**config.mk**
```make
export PLATFORM = sky130hd
export DESIGN_NAME = integer_to_text_formatter_flat
export DESIGN_NICKNAME = d
export VERILOG_FILES = /design/src/itf_pkg.sv /design/src/itf_req_if.sv /design/src/itf_rsp_if.sv /design/src/itf_datapath.sv /design/src/itf_controller.sv /design/src/integer_to_text_formatter.sv /design/src/flat_wrapper.sv
export SDC_FILE = /design/constraint.sdc
export NUM_CORES = 1
export LEC_CHECK = 0
export BUFFER_PORTS_ARGS = -buffer_cell sky130_fd_sc_hd__buf_2
export CORE_MARGIN = 3
export CORE_UTILIZATION = 40
export CTS_CLUSTER_DIAMETER = 150
export DETAILED_ROUTE_END_ITERATION = 16
export MAX_ROUTING_LAYER = met4
export PLACE_DENSITY = 0.58
export SYNTH_ARGS = -nofsm -noshare
export SYNTH_HDL_FRONTEND = slang
export SYNTH_SLANG_ARGS = --single-unit
```
**constraint.sdc**
```tcl
create_clock -name clock -period 37 [get_ports clock]
set_clock_uncertainty 0.2 [all_clocks]
set_input_delay 3.7 -clock clock [delete_from_list [all_inputs] [get_ports clock]]
set_output_delay 3.7 -clock clock [all_outputs]
set_load 0.03 [all_outputs]
```
**src/itf_pkg.sv**
```systemverilog
// Shared types, constants and a function for the integer-to-text formatter.
`default_nettype none
package itf_pkg;

   // Field widths of the request and response items
   localparam int VALUE_W  = 32;
   localparam int RADIX_W  = 6;
   localparam int WIDTH_W  = 6;
   localparam int DIGITS_W = 6;
   localparam int FLAGS_W  = 7;
   localparam int CHAR_W   = 8;

   // Number width taken from the value field, and depth of the digit buffer
   localparam int VALUE_BITS         = 32;
   localparam int DIGIT_BUFFER_DEPTH = 32;

   // Long division: quotient bits resolved per cycle and division steps per digit
   localparam int BITS_PER_STEP = 8;
   localparam int DIV_STEPS     = VALUE_BITS / BITS_PER_STEP;
   localparam int STEP_W        = (DIV_STEPS > 1) ? $clog2(DIV_STEPS) : 1;

   // Digit buffer addressing and digit count
   localparam int DIG_IDX_W = $clog2(DIGIT_BUFFER_DEPTH);
   localparam int DIG_CNT_W = $clog2(DIGIT_BUFFER_DEPTH + 1);

   // Character position within one item's text (at most 64 characters)
   localparam int POS_W     = 7;
   localparam int MAX_CHARS = 64;

   // Radix limits
   localparam logic [RADIX_W-1:0] RADIX_MIN = RADIX_W'(2);
   localparam logic [RADIX_W-1:0] RADIX_MAX = RADIX_W'(36);
   localparam logic [RADIX_W-1:0] RADIX_OCT = RADIX_W'(8);
   localparam logic [RADIX_W-1:0] RADIX_HEX = RADIX_W'(16);

   // Format flag bit positions
   localparam int FLAG_ZERO   = 0;
   localparam int FLAG_SIGNED = 1;
   localparam int FLAG_PLUS   = 2;
   localparam int FLAG_SPACE  = 3;
   localparam int FLAG_LEFT   = 4;
   localparam int FLAG_PREFIX = 5;
   localparam int FLAG_LOWER  = 6;

   // ASCII codes
   localparam logic [CHAR_W-1:0] CHAR_NUL   = 8'h00;
   localparam logic [CHAR_W-1:0] CHAR_SPACE = 8'h20;
   localparam logic [CHAR_W-1:0] CHAR_PLUS  = 8'h2B;
   localparam logic [CHAR_W-1:0] CHAR_MINUS = 8'h2D;
   localparam logic [CHAR_W-1:0] CHAR_ZERO  = 8'h30;
   localparam logic [CHAR_W-1:0] CHAR_UC_A  = 8'h41;
   localparam logic [CHAR_W-1:0] CHAR_LC_A  = 8'h61;
   localparam logic [CHAR_W-1:0] CHAR_UC_X  = 8'h58;
   localparam logic [CHAR_W-1:0] CHAR_LC_X  = 8'h78;

   // Commands from the controller to the datapath
   typedef struct packed {
      logic load;      // take a request, start the first digit
      logic div_step;  // resolve one slice of quotient bits
      logic setup;     // work out the text layout
      logic emit;      // place the next character in the output register
   } itf_cmd_type;

   // Status from the datapath to the controller
   typedef struct packed {
      logic req_bad;     // radix of the offered request is out of range
      logic div_finish;  // this division step produces the final digit
      logic emit_last;   // next character is the last of the text
   } itf_status_type;

   // Map a digit value to its ASCII character
   function automatic logic [CHAR_W-1:0] digit_char(input logic [RADIX_W-1:0] d,
                                                    input logic lower);
      logic [CHAR_W-1:0] dd;
      dd = CHAR_W'(d);
      if (d < RADIX_W'(10)) begin
         digit_char = CHAR_ZERO + dd;
      end else if (lower) begin
         digit_char = CHAR_LC_A + dd - CHAR_W'(10);
      end else begin
         digit_char = CHAR_UC_A + dd - CHAR_W'(10);
      end
   endfunction

endpackage
`default_nettype wire

```
**src/itf_req_if.sv**
```systemverilog
// Request channel of the formatter: handshake and the number with its format.
`default_nettype none
interface itf_req_if;
   import itf_pkg::*;

   logic                valid;
   logic                ready;
   logic [VALUE_W-1:0]  value;
   logic [RADIX_W-1:0]  radix;
   logic [WIDTH_W-1:0]  text_width;
   logic [DIGITS_W-1:0] min_digits;
   logic [FLAGS_W-1:0]  format_flags;

   modport source (output valid, value, radix, text_width, min_digits, format_flags,
                   input ready);
   modport sink   (input valid, value, radix, text_width, min_digits, format_flags,
                   output ready);
endinterface
`default_nettype wire

```
**src/itf_rsp_if.sv**
```systemverilog
// Response channel of the formatter: handshake and one text character.
`default_nettype none
interface itf_rsp_if;
   import itf_pkg::*;

   logic              valid;
   logic              ready;
   logic [CHAR_W-1:0] text_char;
   logic              last_char;
   logic              bad_radix;

   modport source (output valid, text_char, last_char, bad_radix, input ready);
   modport sink   (input valid, text_char, last_char, bad_radix, output ready);
endinterface
`default_nettype wire

```
**src/itf_datapath.sv**
```systemverilog
// Datapath of the formatter: divider, digit buffer, layout and character output.
`default_nettype none
module itf_datapath (
   input  wire logic                          clock,
   input  wire logic                          reset,
   input  wire logic [itf_pkg::VALUE_W-1:0]   req_value,
   input  wire logic [itf_pkg::RADIX_W-1:0]   req_radix,
   input  wire logic [itf_pkg::WIDTH_W-1:0]   req_text_width,
   input  wire logic [itf_pkg::DIGITS_W-1:0]  req_min_digits,
   input  wire logic [itf_pkg::FLAGS_W-1:0]   req_format_flags,
   input  wire itf_pkg::itf_cmd_type          cmd,
   output itf_pkg::itf_status_type            status,
   output logic [itf_pkg::CHAR_W-1:0]         rsp_text_char,
   output logic                               rsp_last_char,
   output logic                               rsp_bad_radix
);
   import itf_pkg::*;

   // Request registers
   logic [VALUE_BITS-1:0] quot_ff, quot_in;
   logic [RADIX_W-1:0]    radix_ff;
   logic [WIDTH_W-1:0]    width_ff;
   logic [DIGITS_W-1:0]   prec_ff;
   logic                  zero_ff, left_ff, lower_ff, bad_ff;
   logic                  has_sign_ff;
   logic [CHAR_W-1:0]     sign_char_ff;
   logic [1:0]            pre_ff;

   // Divider registers and digit buffer
   logic [RADIX_W-1:0]    rem_ff, rem_in;
   logic [STEP_W-1:0]     step_ff;
   logic [DIG_CNT_W-1:0]  ndig_ff;
   logic [RADIX_W-1:0]    dig_ff [DIGIT_BUFFER_DEPTH];

   // Layout registers: end of each section of the text
   logic [POS_W-1:0]      end_lead_ff, end_sign_ff, end_pre_ff, end_zeros_ff, end_dig_ff;
   logic [POS_W-1:0]      total_m1_ff, pos_ff;

   // Output register
   logic [CHAR_W-1:0]     out_char_ff;
   logic                  out_last_ff, out_bad_ff;

   // Decoded request
   logic                  req_bad;
   logic                  req_left, req_neg;
   logic [VALUE_BITS-1:0] req_num;

   // Layout terms
   logic [DIGITS_W-1:0]   ndig_w, maxp;
   logic [POS_W-1:0]      others, pad, lead, zpad, trail;
   logic [POS_W-1:0]      e_lead, e_sign, e_pre, e_zeros, e_dig, total;

   // Character selection
   logic [POS_W-1:0]      dig_pos;
   logic [CHAR_W-1:0]     next_char;
   logic                  take_digit;

   // Decode the offered request
   always_comb begin
      req_bad  = (req_radix < RADIX_MIN) || (req_radix > RADIX_MAX);
      req_left = req_format_flags[FLAG_LEFT];
      req_num  = req_value[VALUE_BITS-1:0];
      req_neg  = req_format_flags[FLAG_SIGNED] && req_num[VALUE_BITS-1];
   end

   // Resolve BITS_PER_STEP quotient bits by restoring division
   always_comb begin
      logic [RADIX_W:0] r_w;
      quot_in = quot_ff;
      rem_in  = rem_ff;
      for (int i = 0; i < BITS_PER_STEP; i++) begin
         r_w     = {rem_in, quot_in[VALUE_BITS-1]};
         quot_in = {quot_in[VALUE_BITS-2:0], 1'b0};
         if (r_w >= {1'b0, radix_ff}) begin
            r_w        = r_w - {1'b0, radix_ff};
            quot_in[0] = 1'b1;
         end
         rem_in = r_w[RADIX_W-1:0];
      end
   end

   // Work out where each section of the text ends
   always_comb begin
      ndig_w  = DIGITS_W'(ndig_ff);
      maxp    = (prec_ff > ndig_w) ? prec_ff : ndig_w;
      others  = POS_W'(has_sign_ff) + POS_W'(pre_ff) + POS_W'(maxp);
      pad     = (POS_W'(width_ff) > others) ? POS_W'(width_ff) - others : '0;
      lead    = (!zero_ff && !left_ff) ? pad : '0;
      zpad    = zero_ff ? pad : '0;
      trail   = left_ff ? pad : '0;
      e_lead  = lead;
      e_sign  = e_lead + POS_W'(has_sign_ff);
      e_pre   = e_sign + POS_W'(pre_ff);
      e_zeros = e_pre + zpad + POS_W'(maxp - ndig_w);
      e_dig   = e_zeros + POS_W'(ndig_w);
      total   = e_dig + trail;
   end

   // Pick the character at the current position
   always_comb begin
      dig_pos    = end_dig_ff - POS_W'(1) - pos_ff;
      take_digit = 1'b0;
      if (bad_ff) begin
         next_char = CHAR_NUL;
      end else if (pos_ff < end_lead_ff) begin
         next_char = CHAR_SPACE;
      end else if (pos_ff < end_sign_ff) begin
         next_char = sign_char_ff;
      end else if (pos_ff < end_pre_ff) begin
         if (pos_ff == end_sign_ff) begin
            next_char = CHAR_ZERO;
         end else begin
            next_char = lower_ff ? CHAR_LC_X : CHAR_UC_X;
         end
      end else if (pos_ff < end_zeros_ff) begin
         next_char = CHAR_ZERO;
      end else if (pos_ff < end_dig_ff) begin
         next_char  = CHAR_ZERO;
         take_digit = 1'b1;
      end else begin
         next_char = CHAR_SPACE;
      end
   end

   // Status back to the controller
   always_comb begin
      status.req_bad    = req_bad;
      status.div_finish = (step_ff == STEP_W'(DIV_STEPS - 1)) &&
                          ((quot_in == '0) || (ndig_ff == DIG_CNT_W'(DIGIT_BUFFER_DEPTH - 1)));
      status.emit_last  = (pos_ff == total_m1_ff);
   end

   // Latch the request and prepare the magnitude
   always_ff @(posedge clock) begin
      if (cmd.load) begin
         radix_ff <= req_radix;
         width_ff <= req_text_width;
         prec_ff  <= req_min_digits;
         bad_ff   <= req_bad;
         left_ff  <= req_left;
         zero_ff  <= req_format_flags[FLAG_ZERO] && !req_left;
         lower_ff <= req_format_flags[FLAG_LOWER];
         quot_ff  <= req_neg ? (~req_num + VALUE_BITS'(1)) : req_num;
         if (req_neg) begin
            has_sign_ff  <= 1'b1;
            sign_char_ff <= CHAR_MINUS;
         end else if (req_format_flags[FLAG_PLUS]) begin
            has_sign_ff  <= 1'b1;
            sign_char_ff <= CHAR_PLUS;
         end else if (req_format_flags[FLAG_SPACE]) begin
            has_sign_ff  <= 1'b1;
            sign_char_ff <= CHAR_SPACE;
         end else begin
            has_sign_ff  <= 1'b0;
            sign_char_ff <= CHAR_SPACE;
         end
         if (!req_format_flags[FLAG_PREFIX]) begin
            pre_ff <= 2'd0;
         end else if (req_radix == RADIX_HEX) begin
            pre_ff <= 2'd2;
         end else if (req_radix == RADIX_OCT) begin
            pre_ff <= 2'd1;
         end else begin
            pre_ff <= 2'd0;
         end
      end else if (cmd.div_step) begin
         quot_ff <= quot_in;
      end
   end

   // Advance the divider and store each finished digit
   always_ff @(posedge clock) begin
      if (reset) begin
         rem_ff  <= '0;
         step_ff <= '0;
         ndig_ff <= '0;
      end else if (cmd.load) begin
         rem_ff  <= '0;
         step_ff <= '0;
         ndig_ff <= '0;
      end else if (cmd.div_step) begin
         if (step_ff == STEP_W'(DIV_STEPS - 1)) begin
            rem_ff  <= '0;
            step_ff <= '0;
            ndig_ff <= ndig_ff + DIG_CNT_W'(1);
         end else begin
            rem_ff  <= rem_in;
            step_ff <= step_ff + STEP_W'(1);
         end
      end
   end

   // Digit buffer, least significant digit first
   always_ff @(posedge clock) begin
      if (cmd.div_step && (step_ff == STEP_W'(DIV_STEPS - 1))) begin
         dig_ff[ndig_ff[DIG_IDX_W-1:0]] <= rem_in;
      end
   end

   // Hold the layout and step through the text; clip the text at 64 characters
   always_ff @(posedge clock) begin
      if (reset) begin
         pos_ff      <= '0;
         total_m1_ff <= '0;
      end else if (cmd.setup) begin
         pos_ff       <= '0;
         end_lead_ff  <= e_lead;
         end_sign_ff  <= e_sign;
         end_pre_ff   <= e_pre;
         end_zeros_ff <= e_zeros;
         end_dig_ff   <= e_dig;
         total_m1_ff  <= bad_ff ? '0 :
                         (total > POS_W'(MAX_CHARS)) ? POS_W'(MAX_CHARS - 1) :
                         total - POS_W'(1);
      end else if (cmd.emit) begin
         pos_ff <= pos_ff + POS_W'(1);
      end
   end

   // Output register; digits are read from the buffer here
   always_ff @(posedge clock) begin
      if (cmd.emit) begin
         if (take_digit) begin
            out_char_ff <= digit_char(dig_ff[dig_pos[DIG_IDX_W-1:0]], lower_ff);
         end else begin
            out_char_ff <= next_char;
         end
         out_last_ff <= status.emit_last;
         out_bad_ff  <= bad_ff;
      end
   end

   assign rsp_text_char = out_char_ff;
   assign rsp_last_char = out_last_ff;
   assign rsp_bad_radix = out_bad_ff;

endmodule
`default_nettype wire

```
**src/itf_controller.sv**
```systemverilog
// Controller of the formatter: sequences loading, division, layout and output.
`default_nettype none
module itf_controller (
   input  wire logic                     clock,
   input  wire logic                     reset,
   input  wire logic                     req_valid,
   output logic                          req_ready,
   output logic                          rsp_valid,
   input  wire logic                     rsp_ready,
   input  wire itf_pkg::itf_status_type  status,
   output itf_pkg::itf_cmd_type          cmd
);
   import itf_pkg::*;

   localparam logic [1:0] ST_IDLE  = 2'd0;
   localparam logic [1:0] ST_DIV   = 2'd1;
   localparam logic [1:0] ST_SETUP = 2'd2;
   localparam logic [1:0] ST_EMIT  = 2'd3;

   logic [1:0] state_ff, state_in;
   logic       valid_ff, valid_in;
   logic       out_free;

   // Output register can take a character when empty or being drained
   assign out_free = !valid_ff || rsp_ready;

   // Next state and commands
   always_comb begin
      state_in     = state_ff;
      cmd.load     = 1'b0;
      cmd.div_step = 1'b0;
      cmd.setup    = 1'b0;
      cmd.emit     = 1'b0;
      req_ready    = 1'b0;
      case (state_ff)
         ST_IDLE: begin
            req_ready = 1'b1;
            if (req_valid) begin
               cmd.load = 1'b1;
               state_in = status.req_bad ? ST_SETUP : ST_DIV;
            end
         end
         ST_DIV: begin
            cmd.div_step = 1'b1;
            if (status.div_finish) begin
               state_in = ST_SETUP;
            end
         end
         ST_SETUP: begin
            cmd.setup = 1'b1;
            state_in  = ST_EMIT;
         end
         ST_EMIT: begin
            if (out_free) begin
               cmd.emit = 1'b1;
               if (status.emit_last) begin
                  state_in = ST_IDLE;
               end
            end
         end
         default: begin
            state_in = ST_IDLE;
         end
      endcase
   end

   // Response valid: set on each emitted character, drop once taken
   always_comb begin
      if (cmd.emit) begin
         valid_in = 1'b1;
      end else if (rsp_ready) begin
         valid_in = 1'b0;
      end else begin
         valid_in = valid_ff;
      end
   end

   always_ff @(posedge clock) begin
      if (reset) begin
         state_ff <= ST_IDLE;
         valid_ff <= 1'b0;
      end else begin
         state_ff <= state_in;
         valid_ff <= valid_in;
      end
   end

   assign rsp_valid = valid_ff;

endmodule
`default_nettype wire

```
**src/integer_to_text_formatter.sv**
```systemverilog
// Top level of the integer-to-text formatter: controller, datapath and assertions.
`default_nettype none
// Formats one 32-bit integer per request in printf style (base 2 to 36, field width,
// minimum digit count, zero pad, sign, plus, space, left-justify, 0/0x prefix, lower
// case) and returns the text one character per response, the last one marked; text
// beyond 64 characters is dropped and the 64th is marked last. A base outside 2 to 36
// gives a single response with character zero and bad_radix set. A request is accepted,
// the divider resolves its digits (8 quotient bits per cycle over the 32-bit value, 1 to
// 32 digits), the layout is worked out and then the characters (1 to 64) are placed in
// the output register in turn while the response side takes them; a bad base skips the
// divider. The divider loop sets the digit phase; the next request is taken once the last
// character has been placed in the output register.
module integer_to_text_formatter (
   input  wire logic  clock,
   input  wire logic  reset,
   itf_req_if.sink    req_ch,
   itf_rsp_if.source  rsp_ch
);
   import itf_pkg::*;

   itf_cmd_type    cmd;
   itf_status_type status;

   itf_controller u_ctrl (
      .clock     (clock),
      .reset     (reset),
      .req_valid (req_ch.valid),
      .req_ready (req_ch.ready),
      .rsp_valid (rsp_ch.valid),
      .rsp_ready (rsp_ch.ready),
      .status    (status),
      .cmd       (cmd)
   );

   itf_datapath u_dp (
      .clock            (clock),
      .reset            (reset),
      .req_value        (req_ch.value),
      .req_radix        (req_ch.radix),
      .req_text_width   (req_ch.text_width),
      .req_min_digits   (req_ch.min_digits),
      .req_format_flags (req_ch.format_flags),
      .cmd              (cmd),
      .status           (status),
      .rsp_text_char    (rsp_ch.text_char),
      .rsp_last_char    (rsp_ch.last_char),
      .rsp_bad_radix    (rsp_ch.bad_radix)
   );

`ifndef SYNTHESIS
   // An error response is a single zero character
   a_bad_single: assert property (@(posedge clock) disable iff (reset)
      rsp_ch.valid && rsp_ch.bad_radix |-> rsp_ch.last_char && (rsp_ch.text_char == CHAR_NUL))
      else $error("error response not a single zero character");

   // A request with a bad radix skips the divider
   a_bad_skips_div: assert property (@(posedge clock) disable iff (reset)
      req_ch.valid && req_ch.ready && status.req_bad |=> cmd.setup)
      else $error("bad radix request did not go straight to layout");

   // Emitting the last character frees the block for the next request
   a_last_frees: assert property (@(posedge clock) disable iff (reset)
      cmd.emit && status.emit_last |=> req_ch.ready)
      else $error("block not ready after last character");
`endif

endmodule
`default_nettype wire

```
**src/flat_wrapper.sv**
```systemverilog
// flat-port wrapper written by rule: the top's interface ports become plain ports
module integer_to_text_formatter_flat import itf_pkg::*;
  (clock, reset, req_ch_valid, req_ch_value, req_ch_radix, req_ch_text_width, req_ch_min_digits, req_ch_format_flags, req_ch_ready, rsp_ch_valid, rsp_ch_text_char, rsp_ch_last_char, rsp_ch_bad_radix, rsp_ch_ready);
  itf_req_if req_ch_i ();
  itf_rsp_if rsp_ch_i ();
  input  wire logic clock;
  input  wire logic reset;
  input wire logic [$bits(req_ch_i.valid)-1:0] req_ch_valid;
  input wire logic [$bits(req_ch_i.value)-1:0] req_ch_value;
  input wire logic [$bits(req_ch_i.radix)-1:0] req_ch_radix;
  input wire logic [$bits(req_ch_i.text_width)-1:0] req_ch_text_width;
  input wire logic [$bits(req_ch_i.min_digits)-1:0] req_ch_min_digits;
  input wire logic [$bits(req_ch_i.format_flags)-1:0] req_ch_format_flags;
  output wire logic [$bits(req_ch_i.ready)-1:0] req_ch_ready;
  output wire logic [$bits(rsp_ch_i.valid)-1:0] rsp_ch_valid;
  output wire logic [$bits(rsp_ch_i.text_char)-1:0] rsp_ch_text_char;
  output wire logic [$bits(rsp_ch_i.last_char)-1:0] rsp_ch_last_char;
  output wire logic [$bits(rsp_ch_i.bad_radix)-1:0] rsp_ch_bad_radix;
  input wire logic [$bits(rsp_ch_i.ready)-1:0] rsp_ch_ready;
  assign req_ch_i.valid = req_ch_valid;
  assign req_ch_i.value = req_ch_value;
  assign req_ch_i.radix = req_ch_radix;
  assign req_ch_i.text_width = req_ch_text_width;
  assign req_ch_i.min_digits = req_ch_min_digits;
  assign req_ch_i.format_flags = req_ch_format_flags;
  assign req_ch_ready = req_ch_i.ready;
  assign rsp_ch_valid = rsp_ch_i.valid;
  assign rsp_ch_text_char = rsp_ch_i.text_char;
  assign rsp_ch_last_char = rsp_ch_i.last_char;
  assign rsp_ch_bad_radix = rsp_ch_i.bad_radix;
  assign rsp_ch_i.ready = rsp_ch_ready;
  integer_to_text_formatter u_core (.clock(clock), .reset(reset), .req_ch(req_ch_i), .rsp_ch(rsp_ch_i));
endmodule
```
==> run_results.csv, run 1 <==
group,metric,value,unit
cts,numCtsBuffers,37,
sta,slew_violations,0,
grt,grt_pass1_vias,12800,
synth,post_synth.cell_area_avg,12.10,um^2
placement,hpwl,34880,um
worst_setup_path,timing.rr.start,"u_core.u_dp.radix_ff[1]",
worst_setup_path,rr_endpoint,"u_core.u_dp.dig_ff[5][2]",
die,dieArea,0.05075,mm^2
detailed_routing,ant_nets,0,
cells_and_area,nets,1900,
cts,clkTransAtPathRegs,0.06,ns
synth,synth_nets,1814,
worst_setup_path,critPathArrivalTime,19.43,ns
synth,synth_top_cell_by_area,"edfxtp_1",
cts,cts.htree.levels,2,
worst_setup_path,cpPeakStageDelay,0.87,ns
sta,hold_viol,0,
synth,synthArstFlopShare,0,%
synth,yosysSeqAreaShare,49.60,%
cells_and_area,nFillCells,4272,
status,status,"completed",
min_path,hold_start,"u_core.u_dp.rem_ff[5]",
worst_setup_path,start_kind,"flop",
synth,synth_ff_type,"edfxtp_1",
worst_setup_path,crit_slowest_cell,"mux2_1",
synth,synth.area.top_cells,"edfxtp_1 46%, ha_1 8.8%, mux4_2 7.0%",
grt,grt.overflow.total,0,
cells_and_area,syn_to_final_growth,12.07,%
worst_setup_path,path_class,"flop to flop",
sta,setup_viol,0,
detailed_routing,firstDrtPassIters,5,
sta,finalCritPeriodShare,52.54,%
synth,netlist.area_leader.share,46.37,%
detailed_routing,routed_wirelength,47020,um
worst_setup_path,reg2reg_slack,17.56,ns
die,die_w,225.3,um
placement,dpl-instance-area,0.02034,mm^2
die,boundaryPins,73,
worst_setup_path,endpoint_kind,"flop",
cts,ctsResizeCount,0,
worst_setup_path,crit_required,36.99,ns
grt,grt_first_pass_wirelength,73640,um
die,core_area,0.04705,mm^2
cells_and_area,largest_register_ffs,192,
grt,antenna_found_initial,0,
sta,grt_setup_unrepaired,"no",
detailed_routing,drcViolationCount,0,
cts,cts_tree,"built",
min_path,hold_path.class,"flop to flop",
grt,grt_max_degree,65,
cells_and_area,finish.utilization,45.81,%
placement,portBuffers,72,
synth,synthesis.area,0.01923,mm^2
cts,clk_latency,0.54,ns
detailed_routing,wl_per_cell,20.35,um
min_path,hold_depth,2,
placement,routabilityCongestion,0.9371,
synth,yosysUniqueCellTypes,77,
sta,fmax,0.05144,GHz
grt,grt.total_usage,19.40,%
sta,fin_hold_ws,0.2996,ns
worst_setup_path,cpMostUsedCell,"ha_1",
cts,cts_setup_buffers,0,
sta,min_period,19.44,ns
detailed_routing,viasPerCell,5.485,
cells_and_area,drive_above_1_share,14.03,%
synth,ys_ff_latch,328,
synth,yosys_warnings,0,
worst_setup_path,worstSetupStartpoint,"u_core.u_dp.radix_ff[1]",
cts,root_buffer,"clkbuf_16",
cts,cts-hold-fix-buffers,0,
sta,tightest_slew,1.209,ns
sta,relSlewSlack,18.69,%
synth,synth.most_common_cell,"edfxtp_1",
synth,synth_edf_count,297,
sta,tns,0,ns
run,drv_cap,0,
cells_and_area,n_antenna_cell,0,
cts,clock-sinks,328,
die,initial_core_util,40.88,%
die,dieHeight,225.3,um
worst_setup_path,crit_fanout,32,
detailed_routing,routed-via-count,12680,
detailed_routing,drt_iter0_drc,941,
die,rows,79,
synth,synth_cells,1590,
synth,synth.top_cells.by_count,"297 x edfxtp_1, 141 x nor2_1, 136 x ha_1",
cells_and_area,final_area,0.02155,mm^2
min_path,min_to,"u_core.u_dp.rem_ff[5]",
cts,cts_buffer_depth,3,
worst_setup_path,r2r_cells,72,
## cells by family after synthesis
family	share of synthesized area (%)
mux	9.739
flops	49.60
fa+ha+maj	11.66
compound gates	9.746
simple gates	10.64
buf+inv	3.390
xor+xnor	5.224
## layout by cell type, fill, tap and decap left out, drive strengths merged, types with 14 or more instances in the layout
master | synthesis | final
edfxtp | 297 | 297
nor2 | 142 | 142
ha | 136 | 136
inv | 132 | 133
nand2 | 91 | 91
o21ai | 84 | 84
buf | 9 | 84
a21oi | 80 | 80
xnor2 | 72 | 72
mux4 | 60 | 60
clkbuf | 28 | 49
xor2 | 40 | 40
dfxtp | 31 | 31
mux2i | 28 | 28
nor2b | 27 | 27
fa | 27 | 27
nand2b | 25 | 25
nand3 | 25 | 25
a21o | 22 | 22
nor3 | 20 | 20
mux2 | 20 | 20
nand4 | 14 | 14
clkinv | 0 | 14
## worst max-delay path: cells and delay by family (launching register included)
family / cells / cell delay (ns)
AOI/OAI and AO/OA: 35 / 8.82
adders and majority gates: 8 / 2.16
buffers and inverters: 6 / 0.88
DFF: 1 / 0.72
muxes: 8 / 3.81
and+or+nand+nor: 15 / 2.43
## metal layers
layer / GRT usage [%] / part of all wire (%) / vias up
li1: - / - / 6060
met1: 25.89 / 45 / 6257
met2: 31.10 / 48 / 293
met3: 2.566 / 4.1 / 66
met4: 5.925 / 2.8 / 0
met5: - / 0 / -
## metrics by stage
stage          setup slack [ns]  std cells
2_1_floorplan             20.71       1590
3_3_place_gp              18.36       2244
3_5_place_dp              17.82       2244
4_1_cts                   17.73       2311
5_1_grt                   15.85       2311
6_report                  17.56       2311
## layout make-up
| type | instances | area [um^2] | share of cell area, % |
|---|---|---|---|
| inverter | 132 | 495.5 | 2.299 |
| clock buffer | 49 | 1033 | 4.795 |
| clock inverter | 18 | 182.7 | 0.8476 |
| multi-input combinational | 1093 | 9092 | 42.19 |
| timing repair buffer | 84 | 450.4 | 2.090 |
| tap | 607 | 759.5 | 3.524 |
| sequential | 328 | 9539 | 44.26 |
## worst max-delay path by stage
stage	to	slack, ns	cells after the start
detailed placement	u_core.u_dp.dig_ff[2][2]	17.82	70
CTS	u_core.u_dp.dig_ff[5][2]	17.73	71
finish	u_core.u_dp.dig_ff[5][2]	17.56	72
global placement	u_core.u_dp.dig_ff[3][2]	18.36	72
floorplan	u_core.u_dp.dig_ff[0][5]	20.71	72
global route	u_core.u_dp.dig_ff[5][2]	15.85	70
Power of run 1 is not shown: default switching activity piles up to over one toggle a cycle in this logic, so the estimate is an artifact.
==> inputs of run 2 (changes only) <==
--- a/config.mk
+++ b/config.mk
@@ -11,7 +11,7 @@
 export CTS_CLUSTER_DIAMETER = 150
 export DETAILED_ROUTE_END_ITERATION = 16
 export MAX_ROUTING_LAYER = met4
-export PLACE_DENSITY = 0.58
+export PLACE_DENSITY = 0.6
 export SYNTH_ARGS = -nofsm -noshare
 export SYNTH_HDL_FRONTEND = slang
 export SYNTH_SLANG_ARGS = --single-unit
==> constraint.sdc (replaced) <==
create_clock -name clock -period 15.65 [get_ports clock]
set_clock_uncertainty 0.2 [all_clocks]
set_input_delay 1.565 -clock clock [delete_from_list [all_inputs] [get_ports clock]]
set_output_delay 1.565 -clock clock [all_outputs]
set_load 0.03 [all_outputs]
==> run_results.csv, run 2 (synthesis results as in run 1) <==
group,metric,value,unit
sta,min_period,14.90,ns
grt,grt_max_degree,65,
die,dieArea,0.05075,mm^2
grt,antenna_found_initial,0,
die,rows,79,
detailed_routing,routed_wirelength,46880,um
cts,root_buffer,"clkbuf_16",
sta,hold_viol,0,
placement,routabilityCongestion,0.9303,
detailed_routing,drt_iter0_drc,820,
cts,clock-sinks,328,
die,core_area,0.04705,mm^2
sta,finalCritPeriodShare,95.21,%
grt,grt_first_pass_wirelength,72510,um
detailed_routing,routed-via-count,12900,
cts,cts_buffer_depth,3,
die,initial_core_util,40.88,%
worst_setup_path,crit_fanout,8,
grt,grt_pass1_vias,12850,
min_path,hold_start,"u_core.u_dp.total_m1_ff[6]",
worst_setup_path,crit_slowest_cell,"or4b_4",
cts,clk_latency,0.55,ns
worst_setup_path,worstSetupStartpoint,"u_core.u_dp.radix_ff[2]",
sta,tightest_slew,1.114,ns
sta,fmax,0.06711,GHz
sta,setup_viol,0,
cells_and_area,drive_above_1_share,19.12,%
min_path,hold_path.class,"flop to flop",
detailed_routing,drcViolationCount,0,
status,status,"completed",
grt,grt.overflow.total,0,
worst_setup_path,start_kind,"flop",
placement,portBuffers,72,
cells_and_area,final_cell_mix,"297 x edfxtp_1, 140 x nor2_1, 131 x inv_1",
sta,slew_violations,0,
cells_and_area,nFillCells,4249,
worst_setup_path,critPathArrivalTime,14.96,ns
detailed_routing,firstDrtPassIters,5,
die,die_w,225.3,um
worst_setup_path,crit_required,15.71,ns
worst_setup_path,cpPeakStageDelay,0.55,ns
cells_and_area,syn_to_final_growth,15.60,%
cts,clkTransAtPathRegs,0.06,ns
worst_setup_path,cpMostUsedCell,"ha_1",
cells_and_area,n_antenna_cell,0,
run,drv_cap,0,
cells_and_area,largest_register_ffs,192,
placement,hpwl,34250,um
sta,relSlewSlack,25.07,%
cts,cts.htree.levels,2,
cts,cts_tree,"built",
worst_setup_path,path_class,"flop to flop",
detailed_routing,ant_nets,0,
die,dieHeight,225.3,um
cts,numCtsBuffers,38,
cts,cts-hold-fix-buffers,0,
die,boundaryPins,73,
detailed_routing,viasPerCell,5.444,
cells_and_area,nets,1958,
worst_setup_path,endpoint_kind,"flop",
detailed_routing,wl_per_cell,19.78,um
worst_setup_path,timing.rr.start,"u_core.u_dp.radix_ff[2]",
cells_and_area,final_common_cell,"edfxtp_1",
sta,fin_hold_ws,0.2894,ns
grt,grt.total_usage,19.01,%
==> run 2: cell count changes in the layout (fill, tap and decap cells not counted), moves of 3 or more <==
| cell | before | now |
|---|---|---|
| a21oi_1 | 79 | 75 |
| a21oi_2 | 1 | 5 |
| buf_4 | 12 | 64 |
| ha_1 | 135 | 128 |
| ha_2 | 0 | 3 |
| ha_4 | 1 | 5 |
| mux2_4 | 1 | 7 |
| mux2i_1 | 27 | 23 |
| mux2i_2 | 0 | 3 |
| o21ai_0 | 76 | 66 |
| o21ai_1 | 5 | 11 |
| o21ai_2 | 3 | 7 |
==> run 2: worst paths after layout <==
| kind | to | slack (ns) | depth (start not counted) |
|---|---|---|---|
| worst max-delay path | u_core.u_dp.dig_ff[30][1] | 0.75 | 70 |
| worst min-delay path | u_core.u_dp.total_m1_ff[6] | 0.29 | 1 |
| worst max register to register | u_core.u_dp.dig_ff[30][1] | 0.75 | 70 |
| worst min register to register | u_core.u_dp.total_m1_ff[6] | 0.29 | 1 |
==> run 2: repair_timing <==
action,CTS,global route
setup endpoints to repair,194,201
pin swaps,0,14
buffers inserted,0,14
resized for setup,8,50
cloned,0,3
==> run 2: per-layer routing <==
| metal | wire [um] | vias up | global-route usage (%) | part of all wire, % |
|---|---|---|---|---|
| li1 | - | 6193 | - | - |
| met1 | 20850 | 6308 | 24.98 | 44 |
| met2 | 22530 | 327 | 30.84 | 48 |
| met3 | 2285 | 75 | 2.866 | 4.9 |
| met4 | 1221 | 0 | 5.474 | 2.6 |
| met5 | 0 | - | - | 0 |
==> run 2: final cells by class <==
cell class	count	area, um^2	area share (%)
tap	607	759.5	3.416
sequential	328	9539	42.91
clock buffer	49	1035	4.654
inverter	132	495.5	2.229
clock inverter	20	185.2	0.8329
timing repair buffer	138	863.3	3.883
multi-input combinational	1096	9355	42.08
==> run 2: stage by stage <==
stage	util [%]	instance area, um^2	cells	worst slack [ns]	setup TNS [ns]
after floorplan	-	19250	1590	-0.06353	-2.033
after global placement	43.85	20630	2284	0.006597	0
after detailed placement	43.85	20630	2284	-0.4296	-39.34
after CTS	46.50	21880	2353	0.008562	0
after global routing	47.25	22230	2370	-0.05642	-1.458
final	47.25	22230	2370	0.7498	0
==> run 2: worst max-delay path, delay by kind of cell (launching register included) <==
family | cells | cell delay (ns)
AO/OA/AOI/OAI | 32 | 6.44
AND/OR/NAND/NOR | 15 | 2.48
multiplexers | 8 | 2.42
adder cells (fa/ha/maj) | 8 | 2.05
buffers and inverters | 7 | 0.68
flip-flops | 1 | 0.32
Power of run 2 is left out for the same reason.
==> inputs of run 3 (changes only) <==
--- a/config.mk
+++ b/config.mk
@@ -8,6 +8,7 @@
 export BUFFER_PORTS_ARGS = -buffer_cell sky130_fd_sc_hd__buf_2
 export CORE_MARGIN = 3
 export CORE_UTILIZATION = 40
+export CTS_BUF_LIST = sky130_fd_sc_hd__clkbuf_8
 export CTS_CLUSTER_DIAMETER = 150
 export DETAILED_ROUTE_END_ITERATION = 16
 export MAX_ROUTING_LAYER = met4
==> run_results.csv, run 3 (synthesis results as in run 1) <==
group,metric,value,unit
status,status,"completed",
grt,antenna_found_initial,0,
cells_and_area,final_common_cell,"edfxtp_1",
cells_and_area,final_cell_mix,"297 x edfxtp_1, 151 x inv_1, 140 x nor2_1",
cts,numCtsBuffers,56,
sta,relSlewSlack,23.59,%
die,dieHeight,225.3,um
placement,post-place-ws,-0.4296,ns
placement,portBuffers,72,
cells_and_area,final_area,0.02205,mm^2
detailed_routing,wl_per_cell,19.64,um
detailed_routing,viasPerCell,5.411,
cts,cts_buffer_depth,3,
worst_setup_path,cpPeakStageDelay,0.52,ns
sta,setup_viol,0,
worst_setup_path,timing.rr.start,"u_core.u_dp.radix_ff[4]",
placement,hpwl,34250,um
grt,grt_max_degree,65,
die,dieArea,0.05075,mm^2
detailed_routing,firstDrtPassIters,6,
placement,routabilityCongestion,0.9303,
detailed_routing,ant_nets,0,
grt,grt.overflow.total,0,
cells_and_area,syn_to_final_growth,14.64,%
worst_setup_path,crit_required,15.78,ns
sta,fmax,0.06720,GHz
cts,clk_latency,0.63,ns
detailed_routing,drt_iter0_drc,898,
run,drv_cap,0,
sta,tightest_slew,1.136,ns
detailed_routing,routed_wirelength,47180,um
worst_setup_path,worstSetupStartpoint,"u_core.u_dp.radix_ff[4]",
sta,worst_slack,0.7697,ns
cells_and_area,nets,1973,
sta,min_period,14.88,ns
worst_setup_path,path_class,"flop to flop",
detailed_routing,routed-via-count,13000,
worst_setup_path,crit_slowest_cell,"or4b_4",
worst_setup_path,endpoint_kind,"flop",
die,rows,79,
grt,grt_pass1_vias,13010,
worst_setup_path,reg2reg_slack,0.77,ns
placement,dpl-instance-area,0.02063,mm^2
die,boundaryPins,73,
detailed_routing,drcViolationCount,0,
worst_setup_path,crit_fanout,8,
sta,hold_viol,0,
sta,finalCritPeriodShare,95.08,%
grt,grt_first_pass_wirelength,72970,um
die,core_area,0.04705,mm^2
cts,clkTransAtPathRegs,0.06,ns
grt,grt.total_usage,19.10,%
die,initial_core_util,40.88,%
die,die_w,225.3,um
worst_setup_path,rr_endpoint,"u_core.u_dp.dig_ff[25][1]",
min_path,hold_path.class,"flop to flop",
sta,slew_violations,0,
worst_setup_path,cpMostUsedCell,"ha_1",
cts,clock-sinks,328,
worst_setup_path,r2r_cells,70,
worst_setup_path,start_kind,"flop",
cts,cts.htree.levels,2,
worst_setup_path,critPathArrivalTime,15.01,ns
cells_and_area,largest_register_ffs,192,
worst_setup_path,cp-endpoint,"u_core.u_dp.dig_ff[25][1]",
cts,cts_tree,"built",
cells_and_area,n_antenna_cell,0,
cts,root_buffer,"clkbuf_8",
cts,cts-hold-fix-buffers,0,
cells_and_area,drive_above_1_share,19.50,%
==> run 3: changes by cell type in the layout (fill, tap and decap cells not counted), moves of 2 or more <==
cell	change
ha_1	+2
clkinv_1	+6
clkbuf_8	+62
ha_4	-2
clkinv_4	-2
buf_4	-6
inv_1	+20
clkbuf_16	-40
bufinv_16	-2
clkbuf_1	-9
==> run 3: worst min-delay path by stage <==
stage	endpoint	slack (ns)	startpoint	cells past startpoint
6_report	u_core.u_dp.total_m1_ff[6]	0.29	u_core.u_dp.total_m1_ff[6]	1
2_1_floorplan	u_core.u_dp.rem_ff[5]	0.25	u_core.u_dp.rem_ff[5]	2
3_3_place_gp	u_core.u_dp.total_m1_ff[6]	0.27	u_core.u_dp.total_m1_ff[6]	1
3_5_place_dp	u_core.u_dp.total_m1_ff[6]	0.28	u_core.u_dp.total_m1_ff[6]	1
4_1_cts	u_core.u_dp.total_m1_ff[6]	0.29	u_core.u_dp.total_m1_ff[6]	1
5_1_grt	u_core.u_dp.total_m1_ff[6]	0.32	u_core.u_dp.total_m1_ff[6]	1
==> run 3: metrics by stage <==
stage / utilization (%) / TNS, ns / hold slack [ns] / std cells
after floorplan: - / -2.033 / 0.2502 / 1590
after detailed placement: 43.85 / -39.34 / 0.2780 / 2284
final: 46.86 / 0 / 0.2912 / 2402
after global placement: 43.85 / 0 / 0.2733 / 2284
after CTS: 46.16 / 0 / 0.2913 / 2388
after global routing: 46.86 / -0.8115 / 0.3248 / 2402
==> run 3: layer usage <==
metal	GRT usage (%)	up-vias	wire length, um	part of all wire [%]
li1	-	6235	-	-
met1	24.94	6324	20780	44
met2	30.88	361	22670	48
met3	3.178	77	2479	5.3
met4	5.617	0	1252	2.7
met5	-	-	0	0
==> run 3: final cells by class <==
| type | count | area (um^2) |
|---|---|---|
| fillers | 4272 | 25000 |
| multi-input cells | 1096 | 9333 |
| well taps | 607 | 759.5 |
| inverters | 132 | 495.5 |
| flip-flops and latches | 328 | 9539 |
| clock buffers | 62 | 853.3 |
| clock inverters | 42 | 202.7 |
| repair buffers | 135 | 864.6 |
==> run 3: what timing repair did <==
item / in CTS / in global routing
buffers inserted: 0 / 11
resized for setup: 9 / 49
gates cloned: 0 / 3
setup endpoints to repair: 194 / 201
pin swaps: 0 / 11
==> run 3: worst max-delay path, delay by kind of cell, from the launching register on <==
kind,cells,cell delay (ns)
AO/OA/AOI/OAI,32,6.42
multiplexers,8,2.43
AND/OR/NAND/NOR,15,2.42
adder cells (fa/ha/maj),8,2.11
buffers and inverters,7,0.64
flip-flops,1,0.33
Power of run 3 is left out for the same reason.
